$ cat src/rtl/dual_actuator_sync_controller_assert.svh
// Assertion macros for the dual actuator sync controller.
// Needs nothing else; included by the top level only.
`ifndef DUAL_ACTUATOR_SYNC_CONTROLLER_ASSERT_SVH
`define DUAL_ACTUATOR_SYNC_CONTROLLER_ASSERT_SVH

// Condition implies consequence in the same cycle
`define DASC_ASSERT_IMPL(name, clk, rst_n, ante, cons) \
    name: assert property (@(posedge clk) disable iff (!rst_n) (ante) |-> (cons)) \
        else $error("assertion failed");

// Condition implies consequence in the next cycle
`define DASC_ASSERT_NEXT(name, clk, rst_n, ante, cons) \
    name: assert property (@(posedge clk) disable iff (!rst_n) (ante) |=> (cons)) \
        else $error("assertion failed");

`endif

$ cat src/rtl/dasc_pkg.sv
// Shared types and constants of the dual actuator sync controller.
// No dependencies; imported by every module of the block.
package dasc_pkg;

    // Field widths fixed by the word formats
    localparam int OP_W      = 3;
    localparam int SW_W      = 2;
    localparam int LIMIT_W   = 10;
    localparam int GAIN_W    = 8;
    localparam int MARGIN_W  = 4;
    localparam int DUTY_W    = 8;
    localparam int STATUS_W  = 3;
    localparam int LED_W     = 2;
    localparam int MODE_W    = 2;
    localparam int CFG_IDX_W = 3;
    localparam int CFG_W     = 10;

    // Command codes
    localparam logic [OP_W-1:0] OP_STOP     = 3'd0;
    localparam logic [OP_W-1:0] OP_CLOSE    = 3'd1;
    localparam logic [OP_W-1:0] OP_OPEN     = 3'd2;
    localparam logic [OP_W-1:0] OP_SAMPLE_A = 3'd3;
    localparam logic [OP_W-1:0] OP_SAMPLE_B = 3'd4;
    localparam logic [OP_W-1:0] OP_SWITCH   = 3'd5;
    localparam logic [OP_W-1:0] OP_TICK     = 3'd6;

    // Switch identifiers
    localparam logic [SW_W-1:0] SW_UP_A   = 2'd0;
    localparam logic [SW_W-1:0] SW_DOWN_A = 2'd1;

    // Motion modes
    localparam logic [MODE_W-1:0] MODE_STOP    = 2'd0;
    localparam logic [MODE_W-1:0] MODE_CLOSING = 2'd1;
    localparam logic [MODE_W-1:0] MODE_OPENING = 2'd2;

    // LED patterns
    localparam logic [LED_W-1:0] LED_IDLE    = 2'd0;
    localparam logic [LED_W-1:0] LED_CLOSING = 2'd1;
    localparam logic [LED_W-1:0] LED_OPENING = 2'd2;

    // End status codes
    localparam logic [STATUS_W-1:0] STATUS_NONE     = 3'd0;
    localparam logic [STATUS_W-1:0] STATUS_A_CLOSED = 3'd1;
    localparam logic [STATUS_W-1:0] STATUS_A_OPEN   = 3'd2;
    localparam logic [STATUS_W-1:0] STATUS_B_CLOSED = 3'd3;
    localparam logic [STATUS_W-1:0] STATUS_B_OPEN   = 3'd4;

    // End flag bit positions
    localparam int FLAG_A_CLOSED = 0;
    localparam int FLAG_A_OPEN   = 1;
    localparam int FLAG_B_CLOSED = 2;
    localparam int FLAG_B_OPEN   = 3;

    // Configuration register indexes
    localparam logic [CFG_IDX_W-1:0] CFG_LOWER_A = 3'd0;
    localparam logic [CFG_IDX_W-1:0] CFG_UPPER_A = 3'd1;
    localparam logic [CFG_IDX_W-1:0] CFG_LOWER_B = 3'd2;
    localparam logic [CFG_IDX_W-1:0] CFG_UPPER_B = 3'd3;
    localparam logic [CFG_IDX_W-1:0] CFG_PUSH    = 3'd4;
    localparam logic [CFG_IDX_W-1:0] CFG_PULL    = 3'd5;
    localparam logic [CFG_IDX_W-1:0] CFG_MARGIN  = 3'd6;

    // Register reset values
    localparam logic [LIMIT_W-1:0]  RST_LOWER_A = 10'd95;
    localparam logic [LIMIT_W-1:0]  RST_UPPER_A = 10'd412;
    localparam logic [LIMIT_W-1:0]  RST_LOWER_B = 10'd60;
    localparam logic [LIMIT_W-1:0]  RST_UPPER_B = 10'd392;
    localparam logic [GAIN_W-1:0]   RST_PUSH    = 8'd45;
    localparam logic [GAIN_W-1:0]   RST_PULL    = 8'd2;
    localparam logic [MARGIN_W-1:0] RST_MARGIN  = 4'd2;

    localparam logic [DUTY_W-1:0] DUTY_MAX = 8'd255;

    // Classified command, front to back
    typedef struct packed {
        logic [OP_W-1:0] op;
        logic            off_a;
        logic            off_b;
        logic            window_check;
    } cmd_ctl_t;

    // Result word, first field in the highest bits
    typedef struct packed {
        logic [LED_W-1:0]    led_pattern;
        logic [STATUS_W-1:0] status_code;
        logic [DUTY_W-1:0]   duty_b;
        logic [DUTY_W-1:0]   duty_a;
        logic                direction_open;
        logic                motor_b_on;
        logic                motor_a_on;
    } result_t;

endpackage

$ cat src/rtl/dasc_front.sv
// Front end: accepts command words and classifies them.
// Depends on dasc_pkg; feeds the command queue.
module dasc_front
    import dasc_pkg::*;
#(
    parameter int POS_W = 10
)
(
    input  logic             clk,
    input  logic             rst_n,
    input  logic             in_valid,
    output logic             in_ready,
    input  logic [OP_W-1:0]  in_command,
    input  logic [POS_W-1:0] in_position,
    input  logic [SW_W-1:0]  in_switch_id,
    output logic             out_valid,
    input  logic             out_ready,
    output cmd_ctl_t         out_ctl,
    output logic [POS_W-1:0] out_position
);

    logic             valid_reg;
    logic             valid_next;
    cmd_ctl_t         ctl_reg;
    cmd_ctl_t         ctl_next;
    logic [POS_W-1:0] pos_reg;
    logic             take;

    assign in_ready = !valid_reg || out_ready;
    assign take     = in_valid && in_ready;

    // Decode the switch release into motor actions
    always_comb
    begin
        ctl_next.op           = in_command;
        ctl_next.off_a        = 1'b0;
        ctl_next.off_b        = 1'b0;
        ctl_next.window_check = 1'b0;
        if (in_command == OP_SWITCH)
        begin
            case (in_switch_id)
                SW_UP_A:   ctl_next.off_a        = 1'b1;
                SW_DOWN_A: ctl_next.window_check = 1'b1;
                default:   ctl_next.off_b        = 1'b1;
            endcase
        end
    end

    // Hold the word until the queue takes it
    always_comb
    begin
        if (take)
            valid_next = 1'b1;
        else if (out_ready)
            valid_next = 1'b0;
        else
            valid_next = valid_reg;
    end

    always_ff @(posedge clk or negedge rst_n)
    begin
        if (!rst_n)
            valid_reg <= 1'b0;
        else
            valid_reg <= valid_next;
    end

    always_ff @(posedge clk)
    begin
        if (take)
        begin
            ctl_reg <= ctl_next;
            pos_reg <= in_position;
        end
    end

    assign out_valid    = valid_reg;
    assign out_ctl      = ctl_reg;
    assign out_position = pos_reg;

endmodule

$ cat src/rtl/dasc_queue.sv
// Two-entry command queue between front and back end.
// Depends on dasc_pkg only for the house import.
module dasc_queue
    import dasc_pkg::*;
#(
    parameter int DATA_W = 16
)
(
    input  logic              clk,
    input  logic              rst_n,
    input  logic              push_valid,
    output logic              push_ready,
    input  logic [DATA_W-1:0] push_data,
    output logic              pop_valid,
    input  logic              pop_ready,
    output logic [DATA_W-1:0] pop_data
);

    localparam int DEPTH = 2;

    logic [DATA_W-1:0] mem [DEPTH];
    logic              wr_ptr_reg;
    logic              wr_ptr_next;
    logic              rd_ptr_reg;
    logic              rd_ptr_next;
    logic [1:0]        count_reg;
    logic [1:0]        count_next;
    logic              push;
    logic              pop;

    assign push_ready = (count_reg != 2'(DEPTH));
    assign pop_valid  = (count_reg != 2'd0);
    assign push       = push_valid && push_ready;
    assign pop        = pop_valid && pop_ready;
    assign pop_data   = mem[rd_ptr_reg];

    // Advance pointers and occupancy
    always_comb
    begin
        wr_ptr_next = push ? !wr_ptr_reg : wr_ptr_reg;
        rd_ptr_next = pop  ? !rd_ptr_reg : rd_ptr_reg;
        count_next  = count_reg;
        if (push && !pop)
            count_next = count_reg + 2'd1;
        else if (pop && !push)
            count_next = count_reg - 2'd1;
    end

    always_ff @(posedge clk or negedge rst_n)
    begin
        if (!rst_n)
        begin
            wr_ptr_reg <= 1'b0;
            rd_ptr_reg <= 1'b0;
            count_reg  <= 2'd0;
        end
        else
        begin
            wr_ptr_reg <= wr_ptr_next;
            rd_ptr_reg <= rd_ptr_next;
            count_reg  <= count_next;
        end
    end

    always_ff @(posedge clk)
    begin
        if (push)
            mem[wr_ptr_reg] <= push_data;
    end

endmodule

$ cat src/rtl/dasc_back.sv
// Back end: executes commands on the actuator state and holds the result word.
// Depends on dasc_pkg; holds the configuration registers.
module dasc_back
    import dasc_pkg::*;
#(
    parameter int POS_W = 10
)
(
    input  logic                 clk,
    input  logic                 rst_n,
    input  logic                 cfg_we,
    input  logic [CFG_IDX_W-1:0] cfg_index,
    input  logic [CFG_W-1:0]     cfg_data,
    input  logic                 in_valid,
    output logic                 in_ready,
    input  cmd_ctl_t             in_ctl,
    input  logic [POS_W-1:0]     in_position,
    output logic                 res_valid,
    input  logic                 res_ready,
    output result_t              res
);

    localparam int WIDE_W = ((POS_W > LIMIT_W) ? POS_W : LIMIT_W) + 1;
    localparam int PROD_W = POS_W + GAIN_W;
    localparam int CUT_W  = PROD_W - 4;

    // Configuration
    logic [LIMIT_W-1:0]  lower_a_reg;
    logic [LIMIT_W-1:0]  upper_a_reg;
    logic [LIMIT_W-1:0]  lower_b_reg;
    logic [LIMIT_W-1:0]  upper_b_reg;
    logic [GAIN_W-1:0]   push_gain_reg;
    logic [GAIN_W-1:0]   pull_gain_reg;
    logic [MARGIN_W-1:0] margin_reg;

    // Actuator state
    logic [MODE_W-1:0]   mode_reg,   mode_next;
    logic [1:0]          motor_reg,  motor_next;
    logic                dir_reg,    dir_next;
    logic [POS_W-1:0]    pos_a_reg,  pos_a_next;
    logic [POS_W-1:0]    pos_b_reg,  pos_b_next;
    logic [POS_W-1:0]    diff_reg,   diff_next;
    logic                a_ahead_reg, a_ahead_next;
    logic [DUTY_W-1:0]   duty_a_reg, duty_a_next;
    logic [DUTY_W-1:0]   duty_b_reg, duty_b_next;
    logic [3:0]          flags_reg,  flags_next;
    logic [LED_W-1:0]    led_reg,    led_next;
    logic [STATUS_W-1:0] status_reg, status_next;
    logic                valid_reg,  valid_next;

    logic               pop;
    logic               sel_b;
    logic [POS_W-1:0]   cmp_a;
    logic [POS_W-1:0]   cmp_b;
    logic               cmp_gt;
    logic [WIDE_W-1:0]  pos_w;
    logic [WIDE_W-1:0]  lo_w;
    logic [WIDE_W-1:0]  hi_w;
    logic               below_lo;
    logic               above_hi;
    logic [WIDE_W-1:0]  margin_w;
    logic [WIDE_W-1:0]  win_lo_w;
    logic [WIDE_W-1:0]  win_hi_w;
    logic [WIDE_W-1:0]  pa_w;
    logic [WIDE_W-1:0]  pb_w;
    logic               out_window;
    logic               a_push;
    logic [PROD_W-1:0]  prod_push;
    logic [PROD_W-1:0]  prod_pull;
    logic [DUTY_W-1:0]  duty_push;
    logic [DUTY_W-1:0]  duty_pull;

    assign in_ready = !valid_reg || res_ready;
    assign pop      = in_valid && in_ready;

    // Write configuration registers
    always_ff @(posedge clk or negedge rst_n)
    begin
        if (!rst_n)
        begin
            lower_a_reg   <= RST_LOWER_A;
            upper_a_reg   <= RST_UPPER_A;
            lower_b_reg   <= RST_LOWER_B;
            upper_b_reg   <= RST_UPPER_B;
            push_gain_reg <= RST_PUSH;
            pull_gain_reg <= RST_PULL;
            margin_reg    <= RST_MARGIN;
        end
        else if (cfg_we)
        begin
            case (cfg_index)
                CFG_LOWER_A: lower_a_reg   <= cfg_data[LIMIT_W-1:0];
                CFG_UPPER_A: upper_a_reg   <= cfg_data[LIMIT_W-1:0];
                CFG_LOWER_B: lower_b_reg   <= cfg_data[LIMIT_W-1:0];
                CFG_UPPER_B: upper_b_reg   <= cfg_data[LIMIT_W-1:0];
                CFG_PUSH:    push_gain_reg <= cfg_data[GAIN_W-1:0];
                CFG_PULL:    pull_gain_reg <= cfg_data[GAIN_W-1:0];
                CFG_MARGIN:  margin_reg    <= cfg_data[MARGIN_W-1:0];
                default:     ;
            endcase
        end
    end

    // Sample compares against the limits of the sampled actuator
    assign sel_b    = (in_ctl.op == OP_SAMPLE_B);
    assign pos_w    = {{(WIDE_W-POS_W){1'b0}}, in_position};
    assign lo_w     = {{(WIDE_W-LIMIT_W){1'b0}}, sel_b ? lower_b_reg : lower_a_reg};
    assign hi_w     = {{(WIDE_W-LIMIT_W){1'b0}}, sel_b ? upper_b_reg : upper_a_reg};
    assign below_lo = (pos_w < lo_w);
    assign above_hi = (pos_w > hi_w);

    // Track the distance between the actuators as each sample lands
    assign cmp_a  = sel_b ? pos_a_reg : in_position;
    assign cmp_b  = sel_b ? in_position : pos_b_reg;
    assign cmp_gt = (cmp_a > cmp_b);

    // Window around A's limits, widened so nothing wraps
    assign margin_w   = {{(WIDE_W-MARGIN_W){1'b0}}, margin_reg};
    assign win_lo_w   = {{(WIDE_W-LIMIT_W){1'b0}}, lower_a_reg};
    assign win_hi_w   = {{(WIDE_W-LIMIT_W){1'b0}}, upper_a_reg} + margin_w;
    assign pa_w       = {{(WIDE_W-POS_W){1'b0}}, pos_a_reg};
    assign pb_w       = {{(WIDE_W-POS_W){1'b0}}, pos_b_reg};
    assign out_window = (pa_w + margin_w < win_lo_w) || (pa_w > win_hi_w) ||
                        (pb_w + margin_w < win_lo_w) || (pb_w > win_hi_w);

    // Duty cut from the stored distance, Q4.4 gains
    assign prod_push = {{GAIN_W{1'b0}}, diff_reg} * {{POS_W{1'b0}}, push_gain_reg};
    assign prod_pull = {{GAIN_W{1'b0}}, diff_reg} * {{POS_W{1'b0}}, pull_gain_reg};

    always_comb
    begin
        if (prod_push[PROD_W-1:4] >= CUT_W'(DUTY_MAX))
            duty_push = '0;
        else
            duty_push = DUTY_MAX - prod_push[DUTY_W+3:4];
        if (prod_pull[PROD_W-1:4] >= CUT_W'(DUTY_MAX))
            duty_pull = '0;
        else
            duty_pull = DUTY_MAX - prod_pull[DUTY_W+3:4];
    end

    assign a_push = (a_ahead_reg == (mode_reg == MODE_OPENING));

    // Execute one command
    always_comb
    begin
        mode_next    = mode_reg;
        motor_next   = motor_reg;
        dir_next     = dir_reg;
        pos_a_next   = pos_a_reg;
        pos_b_next   = pos_b_reg;
        diff_next    = diff_reg;
        a_ahead_next = a_ahead_reg;
        duty_a_next  = duty_a_reg;
        duty_b_next  = duty_b_reg;
        flags_next   = flags_reg;
        led_next     = led_reg;
        status_next  = STATUS_NONE;
        case (in_ctl.op)
            OP_STOP:
            begin
                mode_next  = MODE_STOP;
                motor_next = 2'b00;
                dir_next   = 1'b0;
                led_next   = LED_IDLE;
            end
            OP_CLOSE:
            begin
                mode_next  = MODE_CLOSING;
                motor_next = 2'b11;
                dir_next   = 1'b0;
                led_next   = LED_CLOSING;
            end
            OP_OPEN:
            begin
                mode_next  = MODE_OPENING;
                motor_next = 2'b11;
                dir_next   = 1'b1;
                led_next   = LED_OPENING;
            end
            OP_SAMPLE_A,
            OP_SAMPLE_B:
            begin
                if (sel_b)
                    pos_b_next = in_position;
                else
                    pos_a_next = in_position;
                a_ahead_next = cmp_gt;
                diff_next    = cmp_gt ? (cmp_a - cmp_b) : (cmp_b - cmp_a);
                if (below_lo && mode_reg == MODE_CLOSING)
                begin
                    motor_next[sel_b] = 1'b0;
                    led_next          = LED_IDLE;
                    if (sel_b && !flags_reg[FLAG_B_CLOSED])
                    begin
                        flags_next[FLAG_B_CLOSED] = 1'b1;
                        flags_next[FLAG_B_OPEN]   = 1'b0;
                        status_next               = STATUS_B_CLOSED;
                    end
                    else if (!sel_b && !flags_reg[FLAG_A_CLOSED])
                    begin
                        flags_next[FLAG_A_CLOSED] = 1'b1;
                        flags_next[FLAG_A_OPEN]   = 1'b0;
                        status_next               = STATUS_A_CLOSED;
                    end
                end
                else if (above_hi && mode_reg == MODE_OPENING)
                begin
                    motor_next[sel_b] = 1'b0;
                    led_next          = LED_IDLE;
                    if (sel_b && !flags_reg[FLAG_B_OPEN])
                    begin
                        flags_next[FLAG_B_OPEN]   = 1'b1;
                        flags_next[FLAG_B_CLOSED] = 1'b0;
                        status_next               = STATUS_B_OPEN;
                    end
                    else if (!sel_b && !flags_reg[FLAG_A_OPEN])
                    begin
                        flags_next[FLAG_A_OPEN]   = 1'b1;
                        flags_next[FLAG_A_CLOSED] = 1'b0;
                        status_next               = STATUS_A_OPEN;
                    end
                end
            end
            OP_SWITCH:
            begin
                if (in_ctl.off_a)
                    motor_next[0] = 1'b0;
                if (in_ctl.off_b)
                    motor_next[1] = 1'b0;
                if (in_ctl.window_check && out_window)
                    motor_next = 2'b00;
            end
            OP_TICK:
            begin
                if ((mode_reg == MODE_CLOSING || mode_reg == MODE_OPENING) &&
                    diff_reg != '0)
                begin
                    duty_a_next = a_push ? duty_push : duty_pull;
                    duty_b_next = a_push ? duty_pull : duty_push;
                end
            end
            default: ;
        endcase
    end

    // Hold the result word until it is taken
    always_comb
    begin
        if (pop)
            valid_next = 1'b1;
        else if (res_ready)
            valid_next = 1'b0;
        else
            valid_next = valid_reg;
    end

    always_ff @(posedge clk or negedge rst_n)
    begin
        if (!rst_n)
        begin
            valid_reg   <= 1'b0;
            mode_reg    <= MODE_STOP;
            motor_reg   <= 2'b00;
            dir_reg     <= 1'b0;
            pos_a_reg   <= '0;
            pos_b_reg   <= '0;
            diff_reg    <= '0;
            a_ahead_reg <= 1'b0;
            duty_a_reg  <= DUTY_MAX;
            duty_b_reg  <= DUTY_MAX;
            flags_reg   <= 4'b0000;
            led_reg     <= LED_IDLE;
            status_reg  <= STATUS_NONE;
        end
        else
        begin
            valid_reg <= valid_next;
            if (pop)
            begin
                mode_reg    <= mode_next;
                motor_reg   <= motor_next;
                dir_reg     <= dir_next;
                pos_a_reg   <= pos_a_next;
                pos_b_reg   <= pos_b_next;
                diff_reg    <= diff_next;
                a_ahead_reg <= a_ahead_next;
                duty_a_reg  <= duty_a_next;
                duty_b_reg  <= duty_b_next;
                flags_reg   <= flags_next;
                led_reg     <= led_next;
                status_reg  <= status_next;
            end
        end
    end

    // State only moves when the word is free, so it is the result
    assign res_valid          = valid_reg;
    assign res.motor_a_on     = motor_reg[0];
    assign res.motor_b_on     = motor_reg[1];
    assign res.direction_open = dir_reg;
    assign res.duty_a         = duty_a_reg;
    assign res.duty_b         = duty_b_reg;
    assign res.status_code    = status_reg;
    assign res.led_pattern    = led_reg;

endmodule

$ cat src/rtl/dual_actuator_sync_controller.sv
// A word accepted into the front register is written into the queue and then
// registered into the back end result register, which holds the result word.
// Throughput: one word per cycle while m_tready is high; the back end then applies one command per cycle.
// A two-entry queue decouples the front register from the back end result register.
// Reset (rst_n low, asynchronous) empties the pipeline, stops both motors,
// sets both duties to 255, clears positions and end flags, loads register defaults.
`include "dual_actuator_sync_controller_assert.svh"
module dual_actuator_sync_controller
    import dasc_pkg::*;
#(
    parameter int POSITION_BITS = 10
)
(
    input  logic                 clk,
    input  logic                 rst_n,
    input  logic                 cfg_we,
    input  logic [CFG_IDX_W-1:0] cfg_index,
    input  logic [CFG_W-1:0]     cfg_data,
    input  logic                 s_tvalid,
    output logic                 s_tready,
    // command [2:0], position [POSITION_BITS+2:3], switch_id next, zero fill
    input  logic [((OP_W+POSITION_BITS+SW_W+7)/8)*8-1:0] s_tdata,
    output logic                 m_tvalid,
    input  logic                 m_tready,
    // motor_a_on, motor_b_on, direction_open, duty_a, duty_b,
    // status_code, led_pattern
    output logic [$bits(result_t)-1:0] m_tdata
);

    localparam int Q_W = $bits(cmd_ctl_t) + POSITION_BITS;

    logic                     fr_valid;
    logic                     fr_ready;
    cmd_ctl_t                 fr_ctl;
    logic [POSITION_BITS-1:0] fr_pos;
    logic                     q_valid;
    logic                     q_ready;
    logic [Q_W-1:0]           q_data;
    cmd_ctl_t                 bk_ctl;
    logic [POSITION_BITS-1:0] bk_pos;
    result_t                  res;
    logic                     a_end_word;
    logic                     b_end_word;

    dasc_front #(
        .POS_W (POSITION_BITS)
    ) u_front (
        .clk          (clk),
        .rst_n        (rst_n),
        .in_valid     (s_tvalid),
        .in_ready     (s_tready),
        .in_command   (s_tdata[OP_W-1:0]),
        .in_position  (s_tdata[OP_W+POSITION_BITS-1:OP_W]),
        .in_switch_id (s_tdata[OP_W+POSITION_BITS+SW_W-1:OP_W+POSITION_BITS]),
        .out_valid    (fr_valid),
        .out_ready    (fr_ready),
        .out_ctl      (fr_ctl),
        .out_position (fr_pos)
    );

    dasc_queue #(
        .DATA_W (Q_W)
    ) u_queue (
        .clk        (clk),
        .rst_n      (rst_n),
        .push_valid (fr_valid),
        .push_ready (fr_ready),
        .push_data  ({fr_ctl, fr_pos}),
        .pop_valid  (q_valid),
        .pop_ready  (q_ready),
        .pop_data   (q_data)
    );

    assign bk_ctl = q_data[Q_W-1:POSITION_BITS];
    assign bk_pos = q_data[POSITION_BITS-1:0];

    dasc_back #(
        .POS_W (POSITION_BITS)
    ) u_back (
        .clk         (clk),
        .rst_n       (rst_n),
        .cfg_we      (cfg_we),
        .cfg_index   (cfg_index),
        .cfg_data    (cfg_data),
        .in_valid    (q_valid),
        .in_ready    (q_ready),
        .in_ctl      (bk_ctl),
        .in_position (bk_pos),
        .res_valid   (m_tvalid),
        .res_ready   (m_tready),
        .res         (res)
    );

    assign m_tdata = res;

    // Result words that carry an end code, per actuator
    assign a_end_word = m_tvalid && (res.status_code == STATUS_A_CLOSED ||
                                     res.status_code == STATUS_A_OPEN);
    assign b_end_word = m_tvalid && (res.status_code == STATUS_B_CLOSED ||
                                     res.status_code == STATUS_B_OPEN);

    // An end code for an actuator always comes with its motor off
    `DASC_ASSERT_IMPL(a_end_stops_a, clk, rst_n, a_end_word, !res.motor_a_on)
    `DASC_ASSERT_IMPL(b_end_stops_b, clk, rst_n, b_end_word, !res.motor_b_on)
    // Opening direction never shows the closing pattern
    `DASC_ASSERT_IMPL(dir_led_agree, clk, rst_n, m_tvalid && res.direction_open, res.led_pattern != LED_CLOSING)
    // A word taken from the queue yields a result word next cycle
    `DASC_ASSERT_NEXT(pop_gives_word, clk, rst_n, q_valid && q_ready, m_tvalid)

endmodule
$ cat config.mk
export PLATFORM = sky130hd
export DESIGN_NAME = dual_actuator_sync_controller
export DESIGN_NICKNAME = d
export VERILOG_FILES = /design/src/rtl/dasc_pkg.sv /design/src/rtl/dasc_front.sv /design/src/rtl/dasc_queue.sv /design/src/rtl/dasc_back.sv /design/src/rtl/dual_actuator_sync_controller.sv
export VERILOG_INCLUDE_DIRS = /design/src /design/src/rtl
export SDC_FILE = /design/constraint.sdc
export NUM_CORES = 1
export LEC_CHECK = 0
export ABC_AREA = 1
export BUFFER_PORTS_ARGS = -buffer_cell sky130_fd_sc_hd__buf_2
export CAP_MARGIN = 20
export CORE_MARGIN = 2
export CORE_UTILIZATION = 60
export CTS_CLUSTER_DIAMETER = 30
export DETAILED_ROUTE_END_ITERATION = 8
export PLACE_DENSITY = 0.86
export SETUP_SLACK_MARGIN = 0.02
export SKIP_CTS_REPAIR_TIMING = 1
export SYNTH_ARGS = -nofsm -noshare
export SYNTH_HDL_FRONTEND = slang
export SYNTH_SLANG_ARGS = --single-unit
$ cat constraint.sdc
create_clock -name clk -period 6.2 [get_ports clk]
set_clock_uncertainty 0.2 [all_clocks]
set_input_delay 0.62 -clock clk [delete_from_list [all_inputs] [get_ports clk]]
set_output_delay 0.62 -clock clk [all_outputs]
set_load 0.02 [all_outputs]
; Word level (Yosys, flattened, before mapping)
; Memory sizes are Yosys's and may differ from the RTL's.
; Cells that the tools add are included.
[op_classes]
addsub = 9
n_mul = 2
div_mod_pow = 0
magnitude_cmp = 11
eq_ne = 25
shifts = 0
muxes = 48
bitwise = 2
n_reduce_logical = 66
[ops]
columns = operator, n
row1 = 10-bit 2-to-1 mux, 5
row2 = 10-bit by 8-bit multiplier with 18-bit output, 2
row3 = 10-bit by 4-bit adder with 11-bit output, 3
row4 = 8-bit 2-to-1 mux, 4
row5 = 14-bit by 8-bit >= comparator with 1-bit output (second input constant), 2
row6 = 2-bit 2-to-1 mux, 14
row7 = 10-bit by 11-bit > comparator with 1-bit output, 2
row8 = 11-bit by 10-bit less-than comparator with 1-bit output, 2
row9 = 3-bit == test (second input constant), 7
row10 = 10-bit > comparator, 2
row11 = 2-bit AND reduction, 10
row12 = 10-bit subtractor, 2
row13 = 2-bit case mux with 4 select lines, 2
row14 = 2-bit nonzero test, 8
row15 = 8-bit subtractor (first input constant), 2
row16 = 3-bit 2-to-1 mux, 5
row17 = 1-bit logical AND, 14
row18 = 1-bit 2-to-1 mux, 13
row19 = 3-bit by 2-bit == test with 1-bit output (second input constant), 4
row20 = 1-bit zero test, 11
row21 = 10-bit less-than comparator, 1
row22 = 10-bit nonzero test, 1
row23 = 4-bit 2-to-1 mux, 2
row24 = 2-bit inequality test (second input constant), 4
row25 = other kinds (26), 41
[totals]
ff_bits = 143
latch_bits = 0
mem_bits_rw = 32
mem_bits_ro = 0
input_bits = 34
out_inout_bits = 26
wordCells = 195
memories = 1
[mem_list]
columns = memory, depth, width, rd, rd_ports_with_merged_regs, wr, line_no
row1 = u_queue.mem, 2, 16, 1, 0, 1, dasc_queue.sv:21  ; logic [DATA_W-1:0] mem [DEPTH];

; Longest topological paths before layout
; An unclocked memory read counts as a cell.
[logic_depth]
ltp_word = 11
mapped_depth = 29
mapped_depth_nobuf = 27

; Cells and area by module
; A second synthesis with hierarchy kept.
[hier_totals]
hier_cells = 2234
hier_area_um2 = 16529.6
[modules_own_cells]
columns = mod, n_inst, cells_per_inst, area_each_um2, seq_area_each_um2
row1 = dasc_back, 1, 2091, 14520.2, 3078.0
row2 = dasc_queue, 1, 112, 1443.9, 1061.0
row3 = dasc_front, 1, 31, 565.5, 505.5

; Worst setup path before layout
; No wires, ideal clock.
[synth_path]
path_type = register to register
start = reg u_back.diff_reg[4]
end = reg u_back.duty_b_reg[0]
setup_ps = 60
arrival_time_ps = 4658
required_ps = 5940
setup_slack_ps = 1281
path_stages_with_launch = 25
n_path_buf = 2
period_less_slack_ps = 4919
path_cell_list = dfrtp_1 -> clkbuf_1 -> clkbuf_1 -> nand2_1 -> fa_1 -> inv_1 -> fa_1 -> fa_1 -> inv_1 -> fa_1 -> inv_1 -> ha_1 -> a21oi_1 -> nor2_1 -> nor2_1 -> nand2_1 -> nand2_1 -> nand3b_1 -> nand2_1 -> nand2_1 -> nor2_2 -> nand3_1 -> nand2_1 -> nand3_1 -> nand2_1
[synth_via]
elab_chain_cells = 4
word_cells_on_any_way = 12
classes_between = 2 x add/sub / 2 x mul / 2 x order compare / 3 x mux / 3 x reduce/logical
[synth_lines]
columns = item, line_no
row1 = "start, declared", dasc_back.sv:42  ; logic [POS_W-1:0] diff_reg, diff_next;
row2 = "start signal, assigned", dasc_back.sv:286  ; diff_reg <= diff_next;
row3 = 10-bit by 8-bit multiplier with 18-bit output (on tied branches), "dasc_back.sv:127, dasc_back.sv:128"
row4 = 14-bit by 8-bit >= comparator with 1-bit output (tied with other cells), dasc_back.sv:132  ; if (prod_push[PROD_W-1:4] >= CUT_W'(DUTY_MAX))
row5 = 8-bit 2-to-1 mux (on tied branches), "dasc_back.sv:132, dasc_back.sv:136"
row6 = 8-bit 2-to-1 mux, dasc_back.sv:240  ; duty_b_next = a_push ? duty_pull : duty_push;
row7 = "end signal, assigned", dasc_back.sv:289  ; duty_b_reg <= duty_b_next;
row8 = "end, declared", dasc_back.sv:45  ; logic [DUTY_W-1:0] duty_b_reg, duty_b_next;
; Several ways; a longest one is shown, not always the timed one.
; A chain may end at the register's enable or synchronous reset.

; Worst setup path in the final report
; Ends and elaborated chain as after synthesis.

==> metrics <==
worst setup margin=0.6216 ns; clk_lat worst skew=0.44 ns; largest net degree at the start of global routing=66; Synth Net Count=2480; drt pass-1 iters=5; reg2reg start=u_back.diff_reg[4]; share of cells above drive strength 1=7.845%; Final Util=65.02%; CTS tree=done; clk buf depth=2; Synth top area share=16.28%; FP Rows=60; Clock Tree Root=clkbuf_16; Antenna Nets Post-Route=0; max reg flops=32; Mapped Area=0.01621 sq mm; Initial Util=60.66%; post-synthesis register bit count=175; most flop-heavy register=u_queue.mem; Buffers on Ports=58; vias in the first global route=13910; DR iter-0 viols=1129; H-tree levels=4; yosys warns=0; Mapped Cells=2184; gr ovfl total=0; cells taking the most area after synthesis=nand2_1 16%, dfrtp_1 13%, fa_1 12%, ha_1 12%, inv_1 10%; post-synthesis sequential area ratio=28.80%; met2 usage=49.40%; core area=0.02673 sq mm; Cells after DPL=2527; RSZ-0062 raised after global routing=false; Critical Path Fanout Max=18; GR Util All Layers=28.14%; layout net count=2501; Critical Path AT=5.76 ns; count of cell types in the netlist=47; flop2flop setup slack=0.62 ns; clock sinks=175; Post-Route WL=38760 um; CP Class=reg2reg; Via Count=13990; IO Pins=60; routability cong.=0.9086; drt drc=0; global-route wire length before repair=64460 um; Synth area leader=nand2_1; final non-filler cell total=2559; worst-margin pin slew=0.8828 ns; ANT cells=0; die height=168.4 um; M1 GR Usage=33.89%; initial antenna violation count=0; Post-DP HPWL=29650 um; dpl ws=0.7359 ns; Die Span X=168.4 um; Final setup violation count=0; crit path time final=5.578 ns; r2r endpoint=u_back.duty_b_reg[0]; Setup TNS=0 ns; die area=0.02835 sq mm; status=complete, no violations; reg2reg path depth=22; clk slew on worst S/H paths=0.08 ns; worst min path class=in2async; count of pins over their slew limit=0; max cap viols=0; Synth Area per Inst=7.424 sq um; CP required=6.38 ns; Fin. Hold Viols=0; Slew Limit Headroom=41.15%; Startpoint Class=register; vias per cell=5.465; Layout area overhead=7.185%; Max Clk Rate=179.3 MHz; fin crit share=89.97%; wire per inst=15.15 um; Setup crit end kind=register; met3 Use GR=4.302%; GR peak layer=met2; CTS buffer count=17
-- per-stage QoR --
step | cell area [sq um] | hold slack (ns)
3_5_place_dp | 16740 | 0.2308
5_1_grt | 17380 | 0.1224
2_1_floorplan | 16210 | 0.1244
6_report | 17380 | 0.08339
3_3_place_gp | 16740 | 0.2219
4_1_cts | 17380 | 0.1245
-- area by class of cell --
class                   count  area, sq um
flip-flops and latches    175         4669
repair buffers             73        405.4
well taps                 341        426.7
multi-input cells        1491         9565
inverters                 447         1678
fillers                  2145         9348
clock buffers              17        425.4
clock inverters            15        207.7
-- worst max-delay path, stage by stage, from the launching register on --
cell and delay, ns:
dfrtp_1 0.84, nand2_1 0.22, fa_1 0.59, inv_1 0.05, fa_1 0.47, fa_1 0.55
inv_1 0.06, fa_1 0.52, inv_1 0.04, ha_1 0.35, a21oi_1 0.25, nor2_1 0.07
nor2_1 0.13, nand2_1 0.09, nand2_1 0.09, nand3b_1 0.09, nand2_1 0.17, nand2_1 0.08
nor2_2 0.21, nand3_1 0.14, nand2_1 0.09, nand3_1 0.10, nand2_1 0.10
-- worst max path at each step --
stage	start	end
5_1_grt	u_back.diff_reg[4]	u_back.duty_b_reg[1]
3_5_place_dp	u_back.diff_reg[4]	u_back.duty_a_reg[6]
2_1_floorplan	u_back.diff_reg[4]	u_back.duty_b_reg[0]
4_1_cts	u_back.diff_reg[4]	u_back.duty_a_reg[4]
6_report	u_back.diff_reg[4]	u_back.duty_b_reg[0]
3_3_place_gp	u_back.diff_reg[4]	u_back.duty_a_reg[4]
-- cells in the final DEF, fill, tap and decap left out, types with 48 or more instances in the layout --
cell type / instances
dfrtp_1: 87
inv_1: 436
buf_2: 57
nand2_1: 703
a21oi_1: 62
o21ai_0: 136
nand3_1: 114
edfxtp_1: 48
fa_1: 101
nor2_1: 79
ha_1: 161
-- synthesized netlist by cell type (all sizes together) --
cell and count:
buf 17, dfstp 40, a21o 4, o31ai 2, o21a 4, a31oi 5, xnor2 8, mux2i 4
edfxtp 48, or2 2, o211ai 2, and3 3, xor2 31, nor3 11, nand4 15, nor4 5
nand2 706, clkbuf 54, ha 161, nand3b 10, o22a 1, a41oi 1, and2 1, a21boi 1
nand3 115, inv 447, o21bai 4, o21ai 144, a21oi 64, nor2 86, dfrtp 87, fa 101
-- kinds of logic (layout without fill, tap and decap cells) --
kind of cell	count (synthesis)	count (layout)	share of synthesized area [%]
buffers and inverters	518	552	12.20
adders and majority gates	262	262	24.90
xor gates and xnor gates	39	39	2.107
and+or+nand+nor	954	954	23.99
AOI/OAI and AO/OA	232	232	7.764
muxes	4	4	0.2470
DFF	175	175	28.80
-- layer usage --
metal,vias to the layer above,wire length (um)
li1,6767,-
met5,-,0
met2,496,19240
met1,6603,15610
met4,0,1715
met3,120,2199
Power is not shown: default switching activity piles up to over one toggle a cycle in this logic, so the estimate is an artifact.
